--- src/rtl/hist2d_pkg.sv ---
`default_nettype none
// ----------------------------------------------------------------------------
// hist2d_pkg
// Shared constants, codes and transaction types of the 2-D histogram core.
// ----------------------------------------------------------------------------
package hist2d_pkg;

   localparam int MAX_BINS_X   = 64;
   localparam int MAX_BINS_Y   = 64;
   localparam int COUNT_WIDTH  = 32;
   localparam int STORE_DEPTH  = MAX_BINS_X * MAX_BINS_Y;

   localparam int COORD_WIDTH  = 32;
   localparam int WIDE_WIDTH   = COORD_WIDTH + 2;
   localparam int BINS_WIDTH   = 7;
   localparam int INDEX_WIDTH  = 12;
   localparam int RESULT_WIDTH = 32;
   localparam int BIN_X_WIDTH  = $clog2(MAX_BINS_X);
   localparam int BIN_Y_WIDTH  = $clog2(MAX_BINS_Y);
   localparam int QUO_WIDTH    = BINS_WIDTH;
   localparam int STEP_WIDTH   = $clog2(QUO_WIDTH);
   localparam int NUM_WIDTH    = COORD_WIDTH + BINS_WIDTH;
   localparam int ONE_Q16      = 65536;

   localparam int QUEUE_DEPTH  = 2;
   localparam int QPTR_WIDTH   = $clog2(QUEUE_DEPTH);
   localparam int QCOUNT_WIDTH = $clog2(QUEUE_DEPTH + 1);

   localparam int CSR_INDEX_WIDTH = 3;
   localparam int CSR_DATA_WIDTH  = 32;

   typedef enum logic [1:0] {
      OP_ADD   = 2'd0,
      OP_READ  = 2'd1,
      OP_CLEAR = 2'd2,
      OP_NOP   = 2'd3
   } op_type;

   typedef enum logic [CSR_INDEX_WIDTH-1:0] {
      CSR_X_LOW  = 3'd0,
      CSR_X_HIGH = 3'd1,
      CSR_Y_LOW  = 3'd2,
      CSR_Y_HIGH = 3'd3,
      CSR_BINS_X = 3'd4,
      CSR_BINS_Y = 3'd5
   } csr_index_type;

   typedef struct packed {
      logic signed [COORD_WIDTH-1:0] x_low;
      logic signed [COORD_WIDTH-1:0] x_high;
      logic signed [COORD_WIDTH-1:0] y_low;
      logic signed [COORD_WIDTH-1:0] y_high;
      logic [BINS_WIDTH-1:0]         bins_x;
      logic [BINS_WIDTH-1:0]         bins_y;
   } cfg_type;

   typedef struct packed {
      op_type                        operation;
      logic signed [COORD_WIDTH-1:0] x_value;
      logic signed [COORD_WIDTH-1:0] y_value;
      logic [INDEX_WIDTH-1:0]        read_index;
   } req_type;

   typedef struct packed {
      logic                    accepted;
      logic [INDEX_WIDTH-1:0]  bin_index;
      logic [RESULT_WIDTH-1:0] bin_count;
      logic [RESULT_WIDTH-1:0] total_count;
   } rsp_type;

   typedef struct packed {
      op_type                 op;
      logic                   hit;
      logic [INDEX_WIDTH-1:0] index;
   } cmd_type;

endpackage
`default_nettype wire

--- src/rtl/hist2d_front.sv ---
`default_nettype none
// ----------------------------------------------------------------------------
// hist2d_front
// Takes request transactions, checks range and finds the bin with a shared
// restoring divider (one quotient bit per cycle), then queues a command.
// ----------------------------------------------------------------------------
module hist2d_front (
   input  logic                clock,
   input  logic                reset,
   input  hist2d_pkg::cfg_type cfg,
   input  logic                sweeping,
   input  logic                req_valid,
   output logic                req_stall,
   input  hist2d_pkg::req_type req_data,
   output logic                push,
   output hist2d_pkg::cmd_type push_cmd,
   input  logic                full
);
   import hist2d_pkg::*;

   typedef enum logic [4:0] {
      F_IDLE  = 5'b00001,
      F_SETUP = 5'b00010,
      F_MUL   = 5'b00100,
      F_DIV   = 5'b01000,
      F_PUSH  = 5'b10000
   } front_state_type;

   typedef struct packed {
      logic                   in_range;
      logic [COORD_WIDTH-1:0] off;
      logic [COORD_WIDTH-1:0] span;
   } axis_type;

   function automatic axis_type axis_setup(input logic signed [COORD_WIDTH-1:0] v,
                                           input logic signed [COORD_WIDTH-1:0] lo,
                                           input logic signed [COORD_WIDTH-1:0] hi);
      logic signed [WIDE_WIDTH-1:0] v_w;
      logic signed [WIDE_WIDTH-1:0] lo_w;
      logic signed [WIDE_WIDTH-1:0] hi_w;
      logic signed [WIDE_WIDTH-1:0] top;
      logic signed [WIDE_WIDTH-1:0] diff;
      logic signed [WIDE_WIDTH-1:0] width;
      axis_type                     a;
      v_w   = WIDE_WIDTH'(v);
      lo_w  = WIDE_WIDTH'(lo);
      hi_w  = WIDE_WIDTH'(hi);
      // empty range is taken as width 1.0
      top   = (hi_w <= lo_w) ? lo_w + WIDE_WIDTH'(ONE_Q16) : hi_w;
      diff  = v_w - lo_w;
      width = top - lo_w;
      a.in_range = (v_w >= lo_w) && (v_w <= top);
      a.off      = diff[COORD_WIDTH-1:0];
      a.span     = width[COORD_WIDTH-1:0];
      return a;
   endfunction

   function automatic logic [BINS_WIDTH-1:0] eff_bins(input logic [BINS_WIDTH-1:0] b,
                                                      input logic [BINS_WIDTH-1:0] maxb);
      if (b == '0) begin
         return BINS_WIDTH'(1);
      end
      if (b > maxb) begin
         return maxb;
      end
      return b;
   endfunction

   front_state_type        state_ff, state_in;
   req_type                item_ff, item_in;
   logic                   axis_ff, axis_in;
   logic                   hit_ff, hit_in;
   logic [COORD_WIDTH-1:0] off_x_ff, off_x_in, off_y_ff, off_y_in;
   logic [COORD_WIDTH-1:0] span_x_ff, span_x_in, span_y_ff, span_y_in;
   logic [BINS_WIDTH-1:0]  nb_x_ff, nb_x_in, nb_y_ff, nb_y_in;
   logic [NUM_WIDTH-1:0]   rem_ff, rem_in, dvs_ff, dvs_in;
   logic [QUO_WIDTH-1:0]   quo_ff, quo_in;
   logic [STEP_WIDTH-1:0]  step_ff, step_in;
   logic [BIN_X_WIDTH-1:0] bin_x_ff, bin_x_in;
   logic [BIN_Y_WIDTH-1:0] bin_y_ff, bin_y_in;

   axis_type               ax_x, ax_y;
   logic [COORD_WIDTH-1:0] off_cur, span_cur;
   logic [BINS_WIDTH-1:0]  nb_cur, bin_cur;
   logic                   ge;
   logic [QUO_WIDTH-1:0]   quo_next;
   logic [INDEX_WIDTH-1:0] flat;

   assign ax_x     = axis_setup(item_ff.x_value, cfg.x_low, cfg.x_high);
   assign ax_y     = axis_setup(item_ff.y_value, cfg.y_low, cfg.y_high);
   assign off_cur  = axis_ff ? off_y_ff : off_x_ff;
   assign span_cur = axis_ff ? span_y_ff : span_x_ff;
   assign nb_cur   = axis_ff ? nb_y_ff : nb_x_ff;
   assign ge       = rem_ff >= dvs_ff;
   assign quo_next = {quo_ff[QUO_WIDTH-2:0], ge};
   assign bin_cur  = (quo_next >= nb_cur) ? nb_cur - BINS_WIDTH'(1) : quo_next;
   assign flat     = INDEX_WIDTH'(INDEX_WIDTH'(bin_y_ff) * INDEX_WIDTH'(nb_x_ff)
                                  + INDEX_WIDTH'(bin_x_ff));

   assign req_stall = (state_ff != F_IDLE) || sweeping;
   assign push      = (state_ff == F_PUSH) && !full;

   always_comb begin
      push_cmd.op    = item_ff.operation;
      push_cmd.hit   = hit_ff;
      push_cmd.index = '0;
      if (item_ff.operation == OP_READ) begin
         push_cmd.index = item_ff.read_index;
      end else if (item_ff.operation == OP_ADD && hit_ff) begin
         push_cmd.index = flat;
      end
   end

   always_comb begin
      state_in  = state_ff;
      item_in   = item_ff;
      axis_in   = axis_ff;
      hit_in    = hit_ff;
      off_x_in  = off_x_ff;
      off_y_in  = off_y_ff;
      span_x_in = span_x_ff;
      span_y_in = span_y_ff;
      nb_x_in   = nb_x_ff;
      nb_y_in   = nb_y_ff;
      rem_in    = rem_ff;
      dvs_in    = dvs_ff;
      quo_in    = quo_ff;
      step_in   = step_ff;
      bin_x_in  = bin_x_ff;
      bin_y_in  = bin_y_ff;
      case (state_ff)
         F_IDLE: begin
            if (req_valid && !req_stall) begin
               item_in = req_data;
               hit_in  = 1'b0;
               state_in = (req_data.operation == OP_ADD) ? F_SETUP : F_PUSH;
            end
         end
         F_SETUP: begin
            off_x_in  = ax_x.off;
            off_y_in  = ax_y.off;
            span_x_in = ax_x.span;
            span_y_in = ax_y.span;
            nb_x_in   = eff_bins(cfg.bins_x, BINS_WIDTH'(MAX_BINS_X));
            nb_y_in   = eff_bins(cfg.bins_y, BINS_WIDTH'(MAX_BINS_Y));
            hit_in    = ax_x.in_range && ax_y.in_range;
            axis_in   = 1'b0;
            state_in  = (ax_x.in_range && ax_y.in_range) ? F_MUL : F_PUSH;
         end
         F_MUL: begin
            rem_in   = NUM_WIDTH'(off_cur) * NUM_WIDTH'(nb_cur);
            dvs_in   = NUM_WIDTH'(span_cur) << (QUO_WIDTH - 1);
            quo_in   = '0;
            step_in  = STEP_WIDTH'(QUO_WIDTH - 1);
            state_in = F_DIV;
         end
         F_DIV: begin
            if (ge) begin
               rem_in = rem_ff - dvs_ff;
            end
            dvs_in  = dvs_ff >> 1;
            quo_in  = quo_next;
            step_in = step_ff - STEP_WIDTH'(1);
            if (step_ff == '0) begin
               if (!axis_ff) begin
                  bin_x_in = BIN_X_WIDTH'(bin_cur);
                  axis_in  = 1'b1;
                  state_in = F_MUL;
               end else begin
                  bin_y_in = BIN_Y_WIDTH'(bin_cur);
                  state_in = F_PUSH;
               end
            end
         end
         F_PUSH: begin
            if (!full) begin
               state_in = F_IDLE;
            end
         end
         default: begin
            state_in = F_IDLE;
         end
      endcase
   end

   always_ff @(posedge clock) begin
      if (reset) begin
         state_ff <= F_IDLE;
      end else begin
         state_ff <= state_in;
      end
      item_ff   <= item_in;
      axis_ff   <= axis_in;
      hit_ff    <= hit_in;
      off_x_ff  <= off_x_in;
      off_y_ff  <= off_y_in;
      span_x_ff <= span_x_in;
      span_y_ff <= span_y_in;
      nb_x_ff   <= nb_x_in;
      nb_y_ff   <= nb_y_in;
      rem_ff    <= rem_in;
      dvs_ff    <= dvs_in;
      quo_ff    <= quo_in;
      step_ff   <= step_in;
      bin_x_ff  <= bin_x_in;
      bin_y_ff  <= bin_y_in;
   end

endmodule
`default_nettype wire

--- config.mk ---
export PLATFORM = sky130hd
export DESIGN_NAME = hist2d_front
export DESIGN_NICKNAME = d
export VERILOG_FILES = /design/src/rtl/hist2d_pkg.sv /design/src/rtl/hist2d_front.sv
export SDC_FILE = /design/constraint.sdc
export NUM_CORES = 2
export LEC_CHECK = 0
export ABC_AREA = 1
export ABC_CLOCK_PERIOD_IN_PS = 13500
export BUFFER_PORTS_ARGS = -buffer_cell sky130_fd_sc_hd__buf_2
export CORE_ASPECT_RATIO = 0.9
export CORE_MARGIN = 5
export CORE_UTILIZATION = 53
export CTS_CLUSTER_SIZE = 20
export DETAILED_ROUTE_END_ITERATION = 7
export GPL_TIMING_DRIVEN = 0
export PLACE_DENSITY_LB_ADDON = 0.25
export RECOVER_POWER = 100
export SETUP_SLACK_MARGIN = 0.05
export SYNTH_ARGS = -nofsm -noshare
export SYNTH_HDL_FRONTEND = slang
export SYNTH_SLANG_ARGS = --single-unit
--- constraint.sdc ---
create_clock -name clock -period 13.5 [get_ports clock]
set_input_delay 2.7 -clock clock [delete_from_list [all_inputs] [get_ports clock]]
set_output_delay 2.7 -clock clock [all_outputs]
set_load 0.03 [all_outputs]
==> results.yml <==
status:
  status: "finished with violations"
  failed_checks: "max-capacitance violations, max-slew violations"
yosys:
  syn-cell-area_um2: 34700
  ys.flop_type: "edfxtp_1"
  synth_edf_count: 320
  yosysSeqAreaShare_pct: 28.0
  ys_top_cells_by_area: "edfxtp_1 28%, ha_1 14%, nand2_1 11%"
  synth_top_area_cell: "edfxtp_1"
  yosys.cell_types.count: 55
  synth_top_area_share_pct: 27.7
  yosys_warnings: 0
  avgSynthCellArea_um2: 7.81
  synth.ff_latch_count: 325
  synthCells: 4445
  synth_fp_nets: 5240
  async_reset_ff_share_pct: 0
sta:
  period_minus_slack_ns: 8.68
  fin_crit_sh_pct: 64.3
  finalSetupViolations: 0
  final_max_slew_viol_count: 155
  worst_clock_skew_ns: 0.0270
  fmax_mhz: 115
  rsz0062_at_grt: "false"
  worst_pin_slew_ns: 2.47
  hold_viol: 0
  setup_ws_ns: 4.82
  setup_tns_ns: 0
  relSlewSlack_pct: -66.6
floorplanning:
  rows: 89
  io_pins: 242
  die_area_um2: 70700
  core_region_area_um2: 65300
  initial_core_util_pct: 53.2
  fp.dieW_um: 280
  die_y_um: 253
critical_path:
  reg2reg_from: "axis_ff"
  cpMostUsedCell: "nand3_1"
  cp_cell_sequence: "clkbuf_1 -> inv_1 -> ha_1 -> nand2_1 -> nor2_1 -> nand4_1 -> nor4_1 -> nand4_1 -> nand3_1 -> clkbuf_1 -> nand2_1 -> o21ai_0 -> ha_1 -> nand3_1 -> nand2_1 -> a21boi_0 -> o21ai_0 -> nand3_1 -> nand3_1 -> nand3_1 -> nand2_1 -> nand2_1 -> nand3_1 -> xor2_1"
  r2r-end: "rem_ff[32]"
  path_class: "input pin to register"
  cp_slowest_cell: "nor4_1"
  cp_slowest_stage_delay_ns: 0.70
  crit_path_max_fanout: 10
  crit_arrival_ns: 8.97
  end_kind: "register"
  crit_cells: 24
  r2r_cells: 21
  path_buf_inv: 3
  start_kind: "input pin"
  critical_path.top_delay_family: "simple AND/OR/NAND/NOR gates"
  required_ns: 13.78
  rrSetupSlack_ns: 5.57
grt:
  grt_max_degree: 34
  grtUsageTotal_pct: 29.8
  grt_pass1_vias: 30300
  overflow: 0
  antenna_found_initial: 0
  grt_pass1_wl_um: 167000
clocking:
  cts_tree: "built"
  ctsRootBufferMaster: "clkbuf_16"
  cts.sinks: 325
  cts_buffer_depth: 3
  clk_latency_ns: 0.58
  postCtsHoldBufs: 0
  clkTransAtPathRegs_ns: 0.06
  ctsResizeCount: 0
  postCtsSetupRepairBufs: 0
  cts_made_buffers: 40
  cts_htree_levels: 2
route:
  drt_wl_total_um: 107000
  drt_iter0_drc: 2856
  via_per_inst: 5.58
  drtAntennaViolNets: 0
  vias: 31500
  drt_pass1_iterations: 6
  wl_per_cell_um: 19.0
  route.detailed.drc: 0
run:
  cap_violations: 7
placed_design:
  gp_congestion: 1.01
  dpl-instance-area_um2: 37200
  hpwl_um: 90400
  portBuffers: 241
  place_ws_ns: 5.46
min_path:
  hp-start: "state_ff[4]"
  hold_path_class: "register to register"
  hold_path_depth: 2
  whs_endpoint: "state_ff[4]"
cells_and_area:
  nNetsFinal: 5540
  final_cell_mix: "974 x nand2_1, 709 x inv_1, 399 x nor2_1"
  final_common_cell: "nand2_1"
  n_fill_cell: 6212
  final_area_um2: 38200
  area.growth.synth_to_final_pct: 10.1
  drive_above_1_share_pct: 9.88
  final_core_utilization_pct: 58.5
power_and_ir_drop:
  totalPowerFinal_uw: 7110
  peakVddDrop_v: 0.000187
  p_per_area_nw_per_um2: 186
  power.leakage_uw: 0.0185
-- how the worst max path moves through the flow --
stage | start | to | slack [ns]
4_1_cts | nb_x_ff[2] | push_cmd[9] | 5.58
5_1_grt | cfg[141] | span_x_ff[30] | 4.61
2_1_floorplan | state_ff[2] | axis_ff | 1.58
3_5_place_dp | cfg[141] | span_x_ff[30] | 5.46
6_report | cfg[141] | span_x_ff[30] | 4.82
3_3_place_gp | state_ff[2] | axis_ff | -3.15
-- synth_stat cells, types with 51 or more instances --
cell	n
a21oi_1	353
xnor2_1	51
xor2_1	101
nand3_1	130
a31oi_1	57
clkbuf_1	53
edfxtp_1	320
inv_2	68
or2_2	51
o21ai_2	55
o21ai_0	225
nor2_1	396
nand2_1	972
ha_1	393
fa_1	177
inv_1	709
-- area by class of cell --
cell class,count,area [um^2],area share (%)
multi-input combinational,3269,21600,56.6
buffer,74,345,0.904
clock buffer,49,1030,2.71
clock inverter,24,246,0.645
antenna,1,2.50,0.00655
inverter,777,2920,7.63
tap,864,1080,2.83
timing repair buffer,258,1230,3.22
sequential,325,9710,25.4
-- metal layers --
layer	vias to the layer above	share of wire (%)	track usage, %
li1	15200	-	-
met1	14900	45	42.8
met2	1172	45	47.6
met3	155	7.3	4.01
met4	0	3.2	8.55
met5	-	0	0
-- metrics by stage --
step | std cells | hold WS, ns
final | 5641 | 0.558
after global routing | 5640 | 0.577
after CTS | 5640 | 0.557
after detailed placement | 5567 | 0.552
after global placement | 5550 | 0.528
after floorplan | 4445 | 0.495
-- power breakdown --
part / switching, uW / total [uW] / internal (uW)
combinational: 3070 / 4610 / 1530
clock: 458 / 1070 / 611
sequential: 47.5 / 1430 / 1380
-- kinds of logic (layout without fill, tap and decap cells) --
| kind of cell | after synthesis | after routing | share of synthesized area (%) |
|---|---|---|---|
| AO/OA/AOI/OAI | 851 | 851 | 14.0 |
| XOR/XNOR | 152 | 152 | 3.84 |
| adder cells (fa/ha/maj) | 570 | 570 | 24.4 |
| buffers and inverters | 851 | 1182 | 9.43 |
| flip-flops | 325 | 325 | 28.0 |
| other | 0 | 1 | 0 |
| AND/OR/NAND/NOR | 1696 | 1696 | 20.3 |
-- registers in the layout, indices dropped and copies added, names as in the netlist --
register and cells:
item_ff 76, span_y_ff 32, off_y_ff 32, bin_y_ff 6, nb_x_ff 7, span_x_ff 32, quo_ff 6, step_ff 3
dvs_ff 38, rem_ff 39, hit_ff 1, axis_ff 1, off_x_ff 32, nb_y_ff 7, push_cmd 2, bin_x_ff 6
state_ff 5
-- tightest hold or removal path, cell delays in order (launching register included) --
cell     delay [ns]
dfxtp_1        0.32
nand4_1        0.11
a21oi_1        0.08
Note: power is estimated with default switching activity, not from simulation.
