File: src/rtl/hist2d_pkg.sv
`default_nettype none
// ----------------------------------------------------------------------------
// hist2d_pkg
// Shared constants, codes and transaction types of the 2-D histogram core.
// ----------------------------------------------------------------------------
package hist2d_pkg;

   localparam int MAX_BINS_X   = 64;
   localparam int MAX_BINS_Y   = 64;
   localparam int COUNT_WIDTH  = 32;
   localparam int STORE_DEPTH  = MAX_BINS_X * MAX_BINS_Y;

   localparam int COORD_WIDTH  = 32;
   localparam int WIDE_WIDTH   = COORD_WIDTH + 2;
   localparam int BINS_WIDTH   = 7;
   localparam int INDEX_WIDTH  = 12;
   localparam int RESULT_WIDTH = 32;
   localparam int BIN_X_WIDTH  = $clog2(MAX_BINS_X);
   localparam int BIN_Y_WIDTH  = $clog2(MAX_BINS_Y);
   localparam int QUO_WIDTH    = BINS_WIDTH;
   localparam int STEP_WIDTH   = $clog2(QUO_WIDTH);
   localparam int NUM_WIDTH    = COORD_WIDTH + BINS_WIDTH;
   localparam int ONE_Q16      = 65536;

   localparam int QUEUE_DEPTH  = 2;
   localparam int QPTR_WIDTH   = $clog2(QUEUE_DEPTH);
   localparam int QCOUNT_WIDTH = $clog2(QUEUE_DEPTH + 1);

   localparam int CSR_INDEX_WIDTH = 3;
   localparam int CSR_DATA_WIDTH  = 32;

   typedef enum logic [1:0] {
      OP_ADD   = 2'd0,
      OP_READ  = 2'd1,
      OP_CLEAR = 2'd2,
      OP_NOP   = 2'd3
   } op_type;

   typedef enum logic [CSR_INDEX_WIDTH-1:0] {
      CSR_X_LOW  = 3'd0,
      CSR_X_HIGH = 3'd1,
      CSR_Y_LOW  = 3'd2,
      CSR_Y_HIGH = 3'd3,
      CSR_BINS_X = 3'd4,
      CSR_BINS_Y = 3'd5
   } csr_index_type;

   typedef struct packed {
      logic signed [COORD_WIDTH-1:0] x_low;
      logic signed [COORD_WIDTH-1:0] x_high;
      logic signed [COORD_WIDTH-1:0] y_low;
      logic signed [COORD_WIDTH-1:0] y_high;
      logic [BINS_WIDTH-1:0]         bins_x;
      logic [BINS_WIDTH-1:0]         bins_y;
   } cfg_type;

   typedef struct packed {
      op_type                        operation;
      logic signed [COORD_WIDTH-1:0] x_value;
      logic signed [COORD_WIDTH-1:0] y_value;
      logic [INDEX_WIDTH-1:0]        read_index;
   } req_type;

   typedef struct packed {
      logic                    accepted;
      logic [INDEX_WIDTH-1:0]  bin_index;
      logic [RESULT_WIDTH-1:0] bin_count;
      logic [RESULT_WIDTH-1:0] total_count;
   } rsp_type;

   typedef struct packed {
      op_type                 op;
      logic                   hit;
      logic [INDEX_WIDTH-1:0] index;
   } cmd_type;

endpackage
`default_nettype wire

File: src/rtl/hist2d_queue.sv
`default_nettype none
// ----------------------------------------------------------------------------
// hist2d_queue
// Short command FIFO between the classifying front and the store back end.
// ----------------------------------------------------------------------------
module hist2d_queue (
   input  logic                clock,
   input  logic                reset,
   input  logic                push,
   input  hist2d_pkg::cmd_type push_cmd,
   output logic                full,
   input  logic                pop,
   output hist2d_pkg::cmd_type head_cmd,
   output logic                empty
);
   import hist2d_pkg::*;

   cmd_type                 entry_ff [QUEUE_DEPTH];
   cmd_type                 entry_in;
   logic [QPTR_WIDTH-1:0]   wr_ptr_ff, wr_ptr_in;
   logic [QPTR_WIDTH-1:0]   rd_ptr_ff, rd_ptr_in;
   logic [QCOUNT_WIDTH-1:0] count_ff, count_in;

   function automatic logic [QPTR_WIDTH-1:0] next_ptr(input logic [QPTR_WIDTH-1:0] p);
      return (p == QPTR_WIDTH'(QUEUE_DEPTH - 1)) ? '0 : p + QPTR_WIDTH'(1);
   endfunction

   assign entry_in = push_cmd;
   assign full     = count_ff == QCOUNT_WIDTH'(QUEUE_DEPTH);
   assign empty    = count_ff == '0;
   assign head_cmd = entry_ff[rd_ptr_ff];

   always_comb begin
      wr_ptr_in = push ? next_ptr(wr_ptr_ff) : wr_ptr_ff;
      rd_ptr_in = pop ? next_ptr(rd_ptr_ff) : rd_ptr_ff;
      case ({push, pop})
         2'b10:   count_in = count_ff + QCOUNT_WIDTH'(1);
         2'b01:   count_in = count_ff - QCOUNT_WIDTH'(1);
         default: count_in = count_ff;
      endcase
   end

   always_ff @(posedge clock) begin
      if (reset) begin
         wr_ptr_ff <= '0;
         rd_ptr_ff <= '0;
         count_ff  <= '0;
      end else begin
         wr_ptr_ff <= wr_ptr_in;
         rd_ptr_ff <= rd_ptr_in;
         count_ff  <= count_in;
      end
      if (push) begin
         entry_ff[wr_ptr_ff] <= entry_in;
      end
   end

endmodule
`default_nettype wire

File: config.mk
export PLATFORM = sky130hd
export DESIGN_NAME = hist2d_queue
export DESIGN_NICKNAME = d
export VERILOG_FILES = /design/src/rtl/hist2d_pkg.sv /design/src/rtl/hist2d_queue.sv
export SDC_FILE = /design/constraint.sdc
export NUM_CORES = 1
export LEC_CHECK = 0
export ABC_AREA = 0
export BUFFER_PORTS_ARGS = -buffer_cell sky130_fd_sc_hd__buf_4
export CORE_ASPECT_RATIO = 0.7
export CORE_MARGIN = 8
export CORE_UTILIZATION = 50
export DETAILED_ROUTE_END_ITERATION = 16
export PLACE_DENSITY = 0.84
export SYNTH_ARGS = -nofsm -noshare
export SYNTH_HDL_FRONTEND = slang
export SYNTH_SLANG_ARGS = --single-unit
File: constraint.sdc
create_clock -name clock -period 1.6 [get_ports clock]
set_input_delay 0.08 -clock clock [delete_from_list [all_inputs] [get_ports clock]]
set_output_delay 0.08 -clock clock [all_outputs]
set_load 0.01 [all_outputs]
==> impl_metrics.ini, run 1 <==
[layout]
nets = 151
area_growth_pct = 45.57
fin_util = 0.7608
layout.cells.non_filler = 166
fin_area_mm2 = 0.001871
drive_gt1_frac = 0.4848
n_antenna_cell = 0
layout_common_cells = buf_4 (41), edfxtp_1 (30), dlygate4sd3_1 (16)
final_common_cell = buf_4
fill_cells = 157

[route]
wl_per_cell_um = 15.05
wl_um = 2499
viasPerCell = 4.699
dr.pass1.iters = 2
drc = 0
drtIter0Drc = 15
vias = 780
ant_nets = 0

[grt]
grt.overflow.total = 0
antenna_found_initial = 0
grt_pass1_vias = 872
grt_pass1_wl_um = 4112
grt_use_total = 0.1193
grt_max_degree = 12

[power_and_ir_drop]
pwr_density_cell_mw_per_mm2 = 1075
p_leak_nw = 0.7331
irDropWorstVdd_mv = 0.6535

[setup_path]
crit_path_top_delay_cell = mux2_2
r2r_cells = 3
r2r_setup_slack_ns = 0.60
critPathBufInv = 2
critPathLaunchType = flip-flop
critical_path.max_stage_delay_ns = 0.35
reg2reg_to = count_ff[1]
critPathArrivalTime_ns = 1.28
cp_top_family = multiplexers
critPathCaptureType = primary output
crit_top_cell = buf_4
crit_type = flip-flop to primary output
required_ns = 1.52
crit_chain = buf_4 -> mux2_2 -> buf_4
timing.rr.start = count_ff[0]
cp_max_fo = 8

[cts]
clock-root-buffer = clkbuf_8
h-tree-depth = 2
cts.sinks = 35
cts_buffers = 5
clk_latency_ns = 0.28
clkSlewWorstSetupHoldPaths_ns = 0.07
cts_buffer_depth = 2
cts_tree = done

[logic_synthesis]
synth_edf_count = 30
synth_flop_cell = edfxtp_1
avgSynthCellArea_um2 = 18.62
yosys.area.top_type = edfxtp_1
async_reset_ff_frac = 0
yosysTopAreaCellShare = 0.7011
synth_cell_types = 14
syn_inst = 69
yosys_warnings = 0
syn-num-nets = 89
yosys-top-cells-area = edfxtp_1 (70%), mux2_2 (13%), dfxtp_1 (7.8%)
ys_seq_area_frac = 0.7790
ys_seq_elements = 35
synthesis.area_mm2 = 0.001285

[place]
dp.cells = 142
portBuffers = 35
place_congestion = 0.6541
place_area_mm2 = 0.001625
dpl.hpwl_um = 1705

[sta]
fmax_ghz = 0.7372
finalSetupViolations = 0
finalMaxSlewViolations = 0
rsz0062_at_grt = false
skew_ns = 0.006216
timing.setup.tns_ns = 0
slew_headroom = 0.8867
period_needed_ns = 1.356
worst_slew_pin_slew_ns = 0.1687
period_share = 0.8478
hold_violations = 0

[floorplanning]
fp.dieArea_mm2 = 0.004474
die_w_um = 76.59
rows = 15
initial_core_util = 0.5226
coreArea_mm2 = 0.002459
io_pins = 36
fp.dieH_um = 58.42

[hold_path]
holdCritStartpoint = push
hold_class = input pin to flip-flop
hold_depth = 3
holdPathEnd = wr_ptr_ff

[run]
cap_viol_max_count = 0

[status]
outcome = finished, final reports clean
tightest hold or removal path, cell delays in order:
cell     delay [ns]
buf_4          0.09
xnor2_1        0.05
nor2_1         0.07
metal layers:
| layer | wire length (um) | track usage |
|---|---|---|
| met5 | 0 | 0 |
| met1 | 937 | 0.1175 |
| met2 | 1353 | 0.2092 |
| met3 | 181 | 0.05927 |
| met4 | 27 | 0.05722 |
worst max path at each step:
stage | start | slack [ns] | cells after the start | endpoint
2_1_floorplan | wr_ptr_ff | 0.23 | 1 | entry_ff[0][0]
4_1_cts | flip-flop | 0.23 | 3 | head_cmd[9]
6_report | flip-flop | 0.24 | 3 | head_cmd[0]
3_3_place_gp | push | 0.53 | 5 | count_ff[1]
5_1_grt | flip-flop | 0.19 | 3 | head_cmd[0]
3_5_place_dp | push | 0.49 | 5 | count_ff[1]
sequential cells by signal, summed over array words and instances (netlist names), named ones only:
name	cells
wr_ptr_ff	1
entry_ff	30
count_ff	2
rd_ptr_ff	1
where the power goes:
group	total [mW]	switching, mW	internal [mW]
logic	0.325	0.133	0.191
clock network	0.606	0.302	0.304
registers	1.08	0.0222	1.06
cell usage after synthesis, drive strengths merged (2+ instances only):
library cell	number
dfxtp	5
nor2	6
buf	2
mux2	15
xnor2	3
edfxtp	30
metrics by stage:
stage | total power [mW] | hold slack, ns | worst slack, ns
after floorplan | 1.237 | 0.1491 | 0.2302
after global placement | 1.384 | 0.2652 | 0.5325
after detailed placement | 1.395 | 0.2685 | 0.4876
after CTS | 2.032 | 0.05169 | 0.2312
after global routing | 2.090 | 0.08482 | 0.1876
final | 2.010 | 0.05588 | 0.2436
layout make-up:
type / count / area (um^2) / area share
multi-input combinational: 31 / 270.3 / 0.1445
sequential: 35 / 1001 / 0.5351
clock inverter: 2 / 12.51 / 0.006689
tap: 34 / 42.54 / 0.02274
timing repair buffer: 57 / 467.9 / 0.2502
clock buffer: 6 / 72.57 / 0.03880
inverter: 1 / 3.754 / 0.002007
kinds of logic after synthesis:
| family | share of synthesized area |
|---|---|
| simple gates | 0.03409 |
| buf+inv | 0.01071 |
| compound gates | 0.007782 |
| fa+ha+maj | 0.009736 |
| mux | 0.1314 |
| flops | 0.7790 |
| xor+xnor | 0.02727 |
repair_timing:
action	4_1_cts	5_1_grt
hold buffers	16	0
resized for setup	0	0
setup buffers	0	0
hold endpoints to repair	35	0
No activity file was read; power rests on OpenSTA's default activity.
==> inputs of run 2 (changes only) <==
--- a/config.mk
+++ b/config.mk
@@ -9,9 +9,9 @@
 export BUFFER_PORTS_ARGS = -buffer_cell sky130_fd_sc_hd__buf_4
 export CORE_ASPECT_RATIO = 0.7
 export CORE_MARGIN = 8
-export CORE_UTILIZATION = 50
+export CORE_UTILIZATION = 45
 export DETAILED_ROUTE_END_ITERATION = 16
-export PLACE_DENSITY = 0.84
+export PLACE_DENSITY = 0.8
 export SYNTH_ARGS = -nofsm -noshare
 export SYNTH_HDL_FRONTEND = slang
 export SYNTH_SLANG_ARGS = --single-unit
==> constraint.sdc (replaced) <==
create_clock -name clock -period 1.17 [get_ports clock]
set_input_delay 0.0585 -clock clock [delete_from_list [all_inputs] [get_ports clock]]
set_output_delay 0.0585 -clock clock [all_outputs]
set_load 0.01 [all_outputs]
==> run 2 against run 1 <==
  * The run now ends with setup timing left
  * Total power is 42% higher
  * Critical path depth stayed put
  * Sequential cell count stayed put
  * Clock skew is 0.0039 ns lower
  * Sequential power is 38% higher
  * Worst setup slack worse by 0.38 ns
  * Hold slack worse by 0.0021 ns
  * Clock-buffer cell count stayed put
  * Cell count is 1.2% higher
  * Critical endpoint is now head_cmd[9]
  * Largest power group unchanged
==> impl_metrics.ini, run 2 (synthesis gave the netlist of run 1 again) <==
[grt]
grt.overflow.total = 0
grt_max_degree = 16
antenna_found_initial = 0
grt_use_total = 0.1202
grt_pass1_vias = 884
grt_pass1_wl_um = 4215

[place]
place_area_mm2 = 0.001635
pre_cts_ws_ns = 0.07207
place_congestion = 0.6431
portBuffers = 35
dpl.hpwl_um = 1731

[route]
top_layer_used = met4
drtIter0Drc = 33
vias = 773
wl_per_cell_um = 16.61
ant_nets = 0
dr_wl_met2_um = 1513
dr.pass1.iters = 4
viasPerCell = 4.601
wl_um = 2790
wl_met1_um = 1086
wl_met3_um = 161
drc = 0

[sta]
skew_ns = 0.002271
hold_ws_ns = 0.05380
fin_ws_ns = -0.1338
finalSetupViolations = 15
hold_violations = 0
period_needed_ns = 1.304
rsz0062_at_grt = true
worst_slew_pin_slew_ns = 0.2209
slew_headroom = 0.8528
fmax_ghz = 0.7670
finalMaxSlewViolations = 0
period_share = 1.114

[cts]
cts_tree = done
cts_buffers = 5
cts.sinks = 35
h-tree-depth = 2
clk_latency_ns = 0.28
clkSlewWorstSetupHoldPaths_ns = 0.07
clock-root-buffer = clkbuf_8
cts_buffer_depth = 2
cts_setup_buffers = 0

[layout]
reg.largest.list = entry_ff x30, count_ff x2
layout_common_cells = edfxtp_1 (30), buf_4 (23), dlygate4sd3_1 (16), buf_6 (16), mux2_4 (15)
n_antenna_cell = 0
largest_register = entry_ff
drive_gt1_frac = 0.5000
fin_area_mm2 = 0.002026
nets = 151
area_growth_pct = 57.64
fill_cells = 168
largest_register_ffs = 30
final_common_cell = edfxtp_1

[setup_path]
critPathCaptureType = primary output
critPathLaunchType = flip-flop
cp_max_fo = 5
crit_path_top_delay_cell = dfxtp_4
required_ns = 1.11
critPathArrivalTime_ns = 1.25
crit_type = flip-flop to primary output
crit_chain = clkbuf_16 -> mux2_4 -> buf_6
critical_path.max_stage_delay_ns = 0.38

[floorplanning]
coreArea_mm2 = 0.002763
io_pins = 36
initial_core_util = 0.4651
rows = 16
fp.dieArea_mm2 = 0.004849
die_w_um = 79.87
fp.dieH_um = 60.71

[status]
outcome = finished with violations
violations = setup timing

[power_and_ir_drop]
p_leak_nw = 0.8198
irDropWorstVdd_mv = 0.7637
pwr_density_cell_mw_per_mm2 = 1414

[run]
cap_viol_max_count = 0

[hold_path]
hold_class = input pin to flip-flop
==> run 2: cell types whose count changed in the layout (fill, tap and decap cells not counted), sizes merged <==
cell | before | now
clkbuf | 6 | 7
buf | 41 | 40
==> run 2: routing by layer <==
metal  vias up  track usage
met5         -            0
met4         0      0.05412
met3         4      0.04734
met2        23       0.2141
met1       369       0.1245
li1        377            -
==> run 2: final timing paths <==
path	startpoint	slack, ns	cells past startpoint	endpoint
max reg2reg	wr_ptr_ff	0.14	2	entry_ff[1][13]
max	flip-flop	-0.13	3	head_cmd[9]
min	pop	0.05	3	flip-flop
min reg2reg	count_ff[1]	0.52	2	count_ff[1]
==> run 2: area by class of cell <==
class                   instances  area, um^2  area share
repair buffers                 57       558.0      0.2755
inverters                       1       3.754    0.001853
well taps                      36       45.04     0.02224
clock buffers                   6       72.57     0.03582
clock inverters                 2       12.51    0.006177
flip-flops and latches         35        1005      0.4960
multi-input cells              31       329.1      0.1624
==> run 2: through the flow <==
stage                 util  setup TNS [ns]  total power [mW]  std cells
finish              0.7332          -1.758             2.865        168
global route        0.7332          -2.265             2.991        168
CTS                 0.7083          -1.969             2.844        167
detailed placement  0.5919               0             1.920        143
global placement    0.5919               0             1.903        143
floorplan                -               0             1.692         69
==> run 2: worst max-delay path: cells and delay by family, from the launching register on <==
| family | cells | cell delay (ns) |
|---|---|---|
| flip-flops | 1 | 0.38 |
| multiplexers | 1 | 0.30 |
| buffers and inverters | 2 | 0.28 |
==> run 2: where the power goes <==
part	internal (mW)	switching, mW	leakage [nW]
Clock	0.415	0.401	0.0412
Combinational	0.352	0.209	0.455
Sequential	1.45	0.0394	0.324
==> run 2: timing repair <==
action | in CTS | in global routing
setup endpoints to repair | 15 | 15
hold buffers | 16 | 0
cloned | 0 | 1
hold endpoints to repair | 35 | 0
resized for setup | 21 | 12
pin swaps | 0 | 0
==> inputs of run 3 (changes only) <==
--- a/config.mk
+++ b/config.mk
@@ -11,7 +11,8 @@
 export CORE_MARGIN = 8
 export CORE_UTILIZATION = 45
 export DETAILED_ROUTE_END_ITERATION = 16
-export PLACE_DENSITY = 0.8
+export PLACE_DENSITY_LB_ADDON = 0.2
+export SLEW_MARGIN = 20
 export SYNTH_ARGS = -nofsm -noshare
 export SYNTH_HDL_FRONTEND = slang
 export SYNTH_SLANG_ARGS = --single-unit
==> run 3 against run 2 <==
  * The flow still finishes with violations (setup timing)
  * Clock-buffer cell count unchanged
  * Routed wire length down 7.3%
  * First-iteration DRC count rose by 61%
  * Clock skew is 0.0040 ns higher
  * Final area down 1.1%
  * Utilization is 0.77 points lower
  * Highest routed layer unchanged
  * Worst setup slack better by 0.0037 ns
  * Register-to-register slack hardly changed
==> impl_metrics.ini, run 3 (synthesis gave the netlist of run 1 again) <==
[status]
outcome = finished with violations
violations = setup timing

[floorplanning]
die_w_um = 79.87
initial_core_util = 0.4651
rows = 16
fp.dieArea_mm2 = 0.004849
fp.dieH_um = 60.71
io_pins = 36
coreArea_mm2 = 0.002763

[layout]
fin_area_mm2 = 0.002004
drive_gt1_frac = 0.5000
n_antenna_cell = 0
nets = 151
largest_register_ffs = 30
largest_register = entry_ff
final_common_cell = edfxtp_1
layout_common_cells = edfxtp_1 (30), buf_4 (24), dlygate4sd3_1 (16)
area_growth_pct = 55.99
reg.largest.list = entry_ff x30, count_ff x2

[cts]
cts_buffers = 5
cts_tree = done
clock-root-buffer = clkbuf_8
clk_latency_ns = 0.28
h-tree-depth = 2
cts.sinks = 35
cts_buffer_depth = 2
cts_setup_buffers = 0
clkSlewWorstSetupHoldPaths_ns = 0.07

[setup_path]
crit_type = flip-flop to primary output
required_ns = 1.11
critical_path.max_stage_delay_ns = 0.36
crit_chain = buf_8 -> mux2_4 -> buf_6
critPathLaunchType = flip-flop
crit_path_top_delay_cell = dfxtp_2
cp_max_fo = 8
critPathCaptureType = primary output
critPathArrivalTime_ns = 1.24

[grt]
grt_pass1_vias = 886
grt_use_total = 0.1182
grt_max_degree = 12
antenna_found_initial = 0
grt.overflow.total = 0
grt_pass1_wl_um = 4202

[place]
portBuffers = 35
dpl.hpwl_um = 1726
place_area_mm2 = 0.001630
place_congestion = 0.6488
pre_cts_ws_ns = 0.06573

[route]
wl_per_cell_um = 15.39
drtIter0Drc = 53
wl_um = 2585
vias = 784
ant_nets = 0
dr.pass1.iters = 6
drc = 0
viasPerCell = 4.667

[power_and_ir_drop]
power_frac_comb = 0.190
switching_share = 0.2306
pwr_density_cell_mw_per_mm2 = 1428
p_leak_nw = 0.8128
p_seq_frac = 0.518
irDropWorstVdd_mv = 0.8865
clock_power_share = 0.292
switching_power_mw = 0.6600
p_int_mw = 2.202

[sta]
finalMaxSlewViolations = 0
fin_ws_ns = -0.1301
worst_slew_pin_slew_ns = 0.1725
period_share = 1.111
skew_ns = 0.006299
fmax_ghz = 0.7692
hold_ws_ns = 0.04167
slew_headroom = 0.8841
finalSetupViolations = 15
rsz0062_at_grt = true
period_needed_ns = 1.300
hold_violations = 0

[hold_path]
hold_class = input pin to flip-flop

[run]
cap_viol_max_count = 0
[run 3: changes by cell type in the layout (fill, tap and decap cells not counted), sizes merged]
cell | before | now
buf | 40 | 41
clkbuf | 7 | 6
[run 3: worst paths after layout]
path / from / endpoint / slack, ns / cells after the start
min: push / wr_ptr_ff / 0.04 / 3
max: flip-flop / head_cmd[3] / -0.13 / 3
min reg2reg: count_ff[1] / count_ff[1] / 0.52 / 2
max reg2reg: wr_ptr_ff / entry_ff[1][7] / 0.14 / 2
[run 3: power by group through the flow]
| stage | combinational [mW] | clock (mW) | sequential (mW) |
|---|---|---|---|
| floorplan | 0.198 | 0 | 1.49 |
| global placement | 0.402 | 0 | 1.50 |
| detailed placement | 0.408 | 0 | 1.50 |
| CTS | 0.549 | 0.863 | 1.48 |
| global route | 0.583 | 0.930 | 1.49 |
| finish | 0.544 | 0.836 | 1.48 |
[run 3: through the flow]
step                      instances  power (mW)  TNS, ns  utilization
after floorplan                  69       1.692        0            -
after global placement          144       1.899        0       0.5901
after detailed placement        144       1.911        0       0.5901
after CTS                       168       2.895   -1.880       0.7255
after global routing            168       3.001   -2.367       0.7255
final                           168       2.862   -1.719       0.7255
[run 3: area by class of cell]
| type | instances | area [um^2] |
|---|---|---|
| sequential | 35 | 1002 |
| fill | 181 | 758.2 |
| timing repair buffer | 57 | 539.3 |
| multi-input combinational | 31 | 329.1 |
| clock buffer | 6 | 72.57 |
| tap | 36 | 45.04 |
| clock inverter | 2 | 12.51 |
| inverter | 1 | 3.754 |
[run 3: worst max-delay path: cells and delay by family (launching register included)]
family | cells | cell delay (ns)
buffers and inverters | 2 | 0.28
flip-flops | 1 | 0.36
multiplexers | 1 | 0.32
[run 3: timing repair]
item | CTS | global route
endpoints found under the setup margin | 15 | 15
endpoints found under the hold margin | 35 | 0
resized for setup | 35 | 0
hold buffers | 16 | 0
[run 3: layer usage]
metal | vias to the layer above | track usage | share of wire
li1 | 382 | - | -
met1 | 373 | 0.1269 | 0.42
met2 | 25 | 0.1840 | 0.48
met3 | 4 | 0.07692 | 0.087
met4 | 0 | 0.04639 | 0.010
met5 | - | 0 | 0
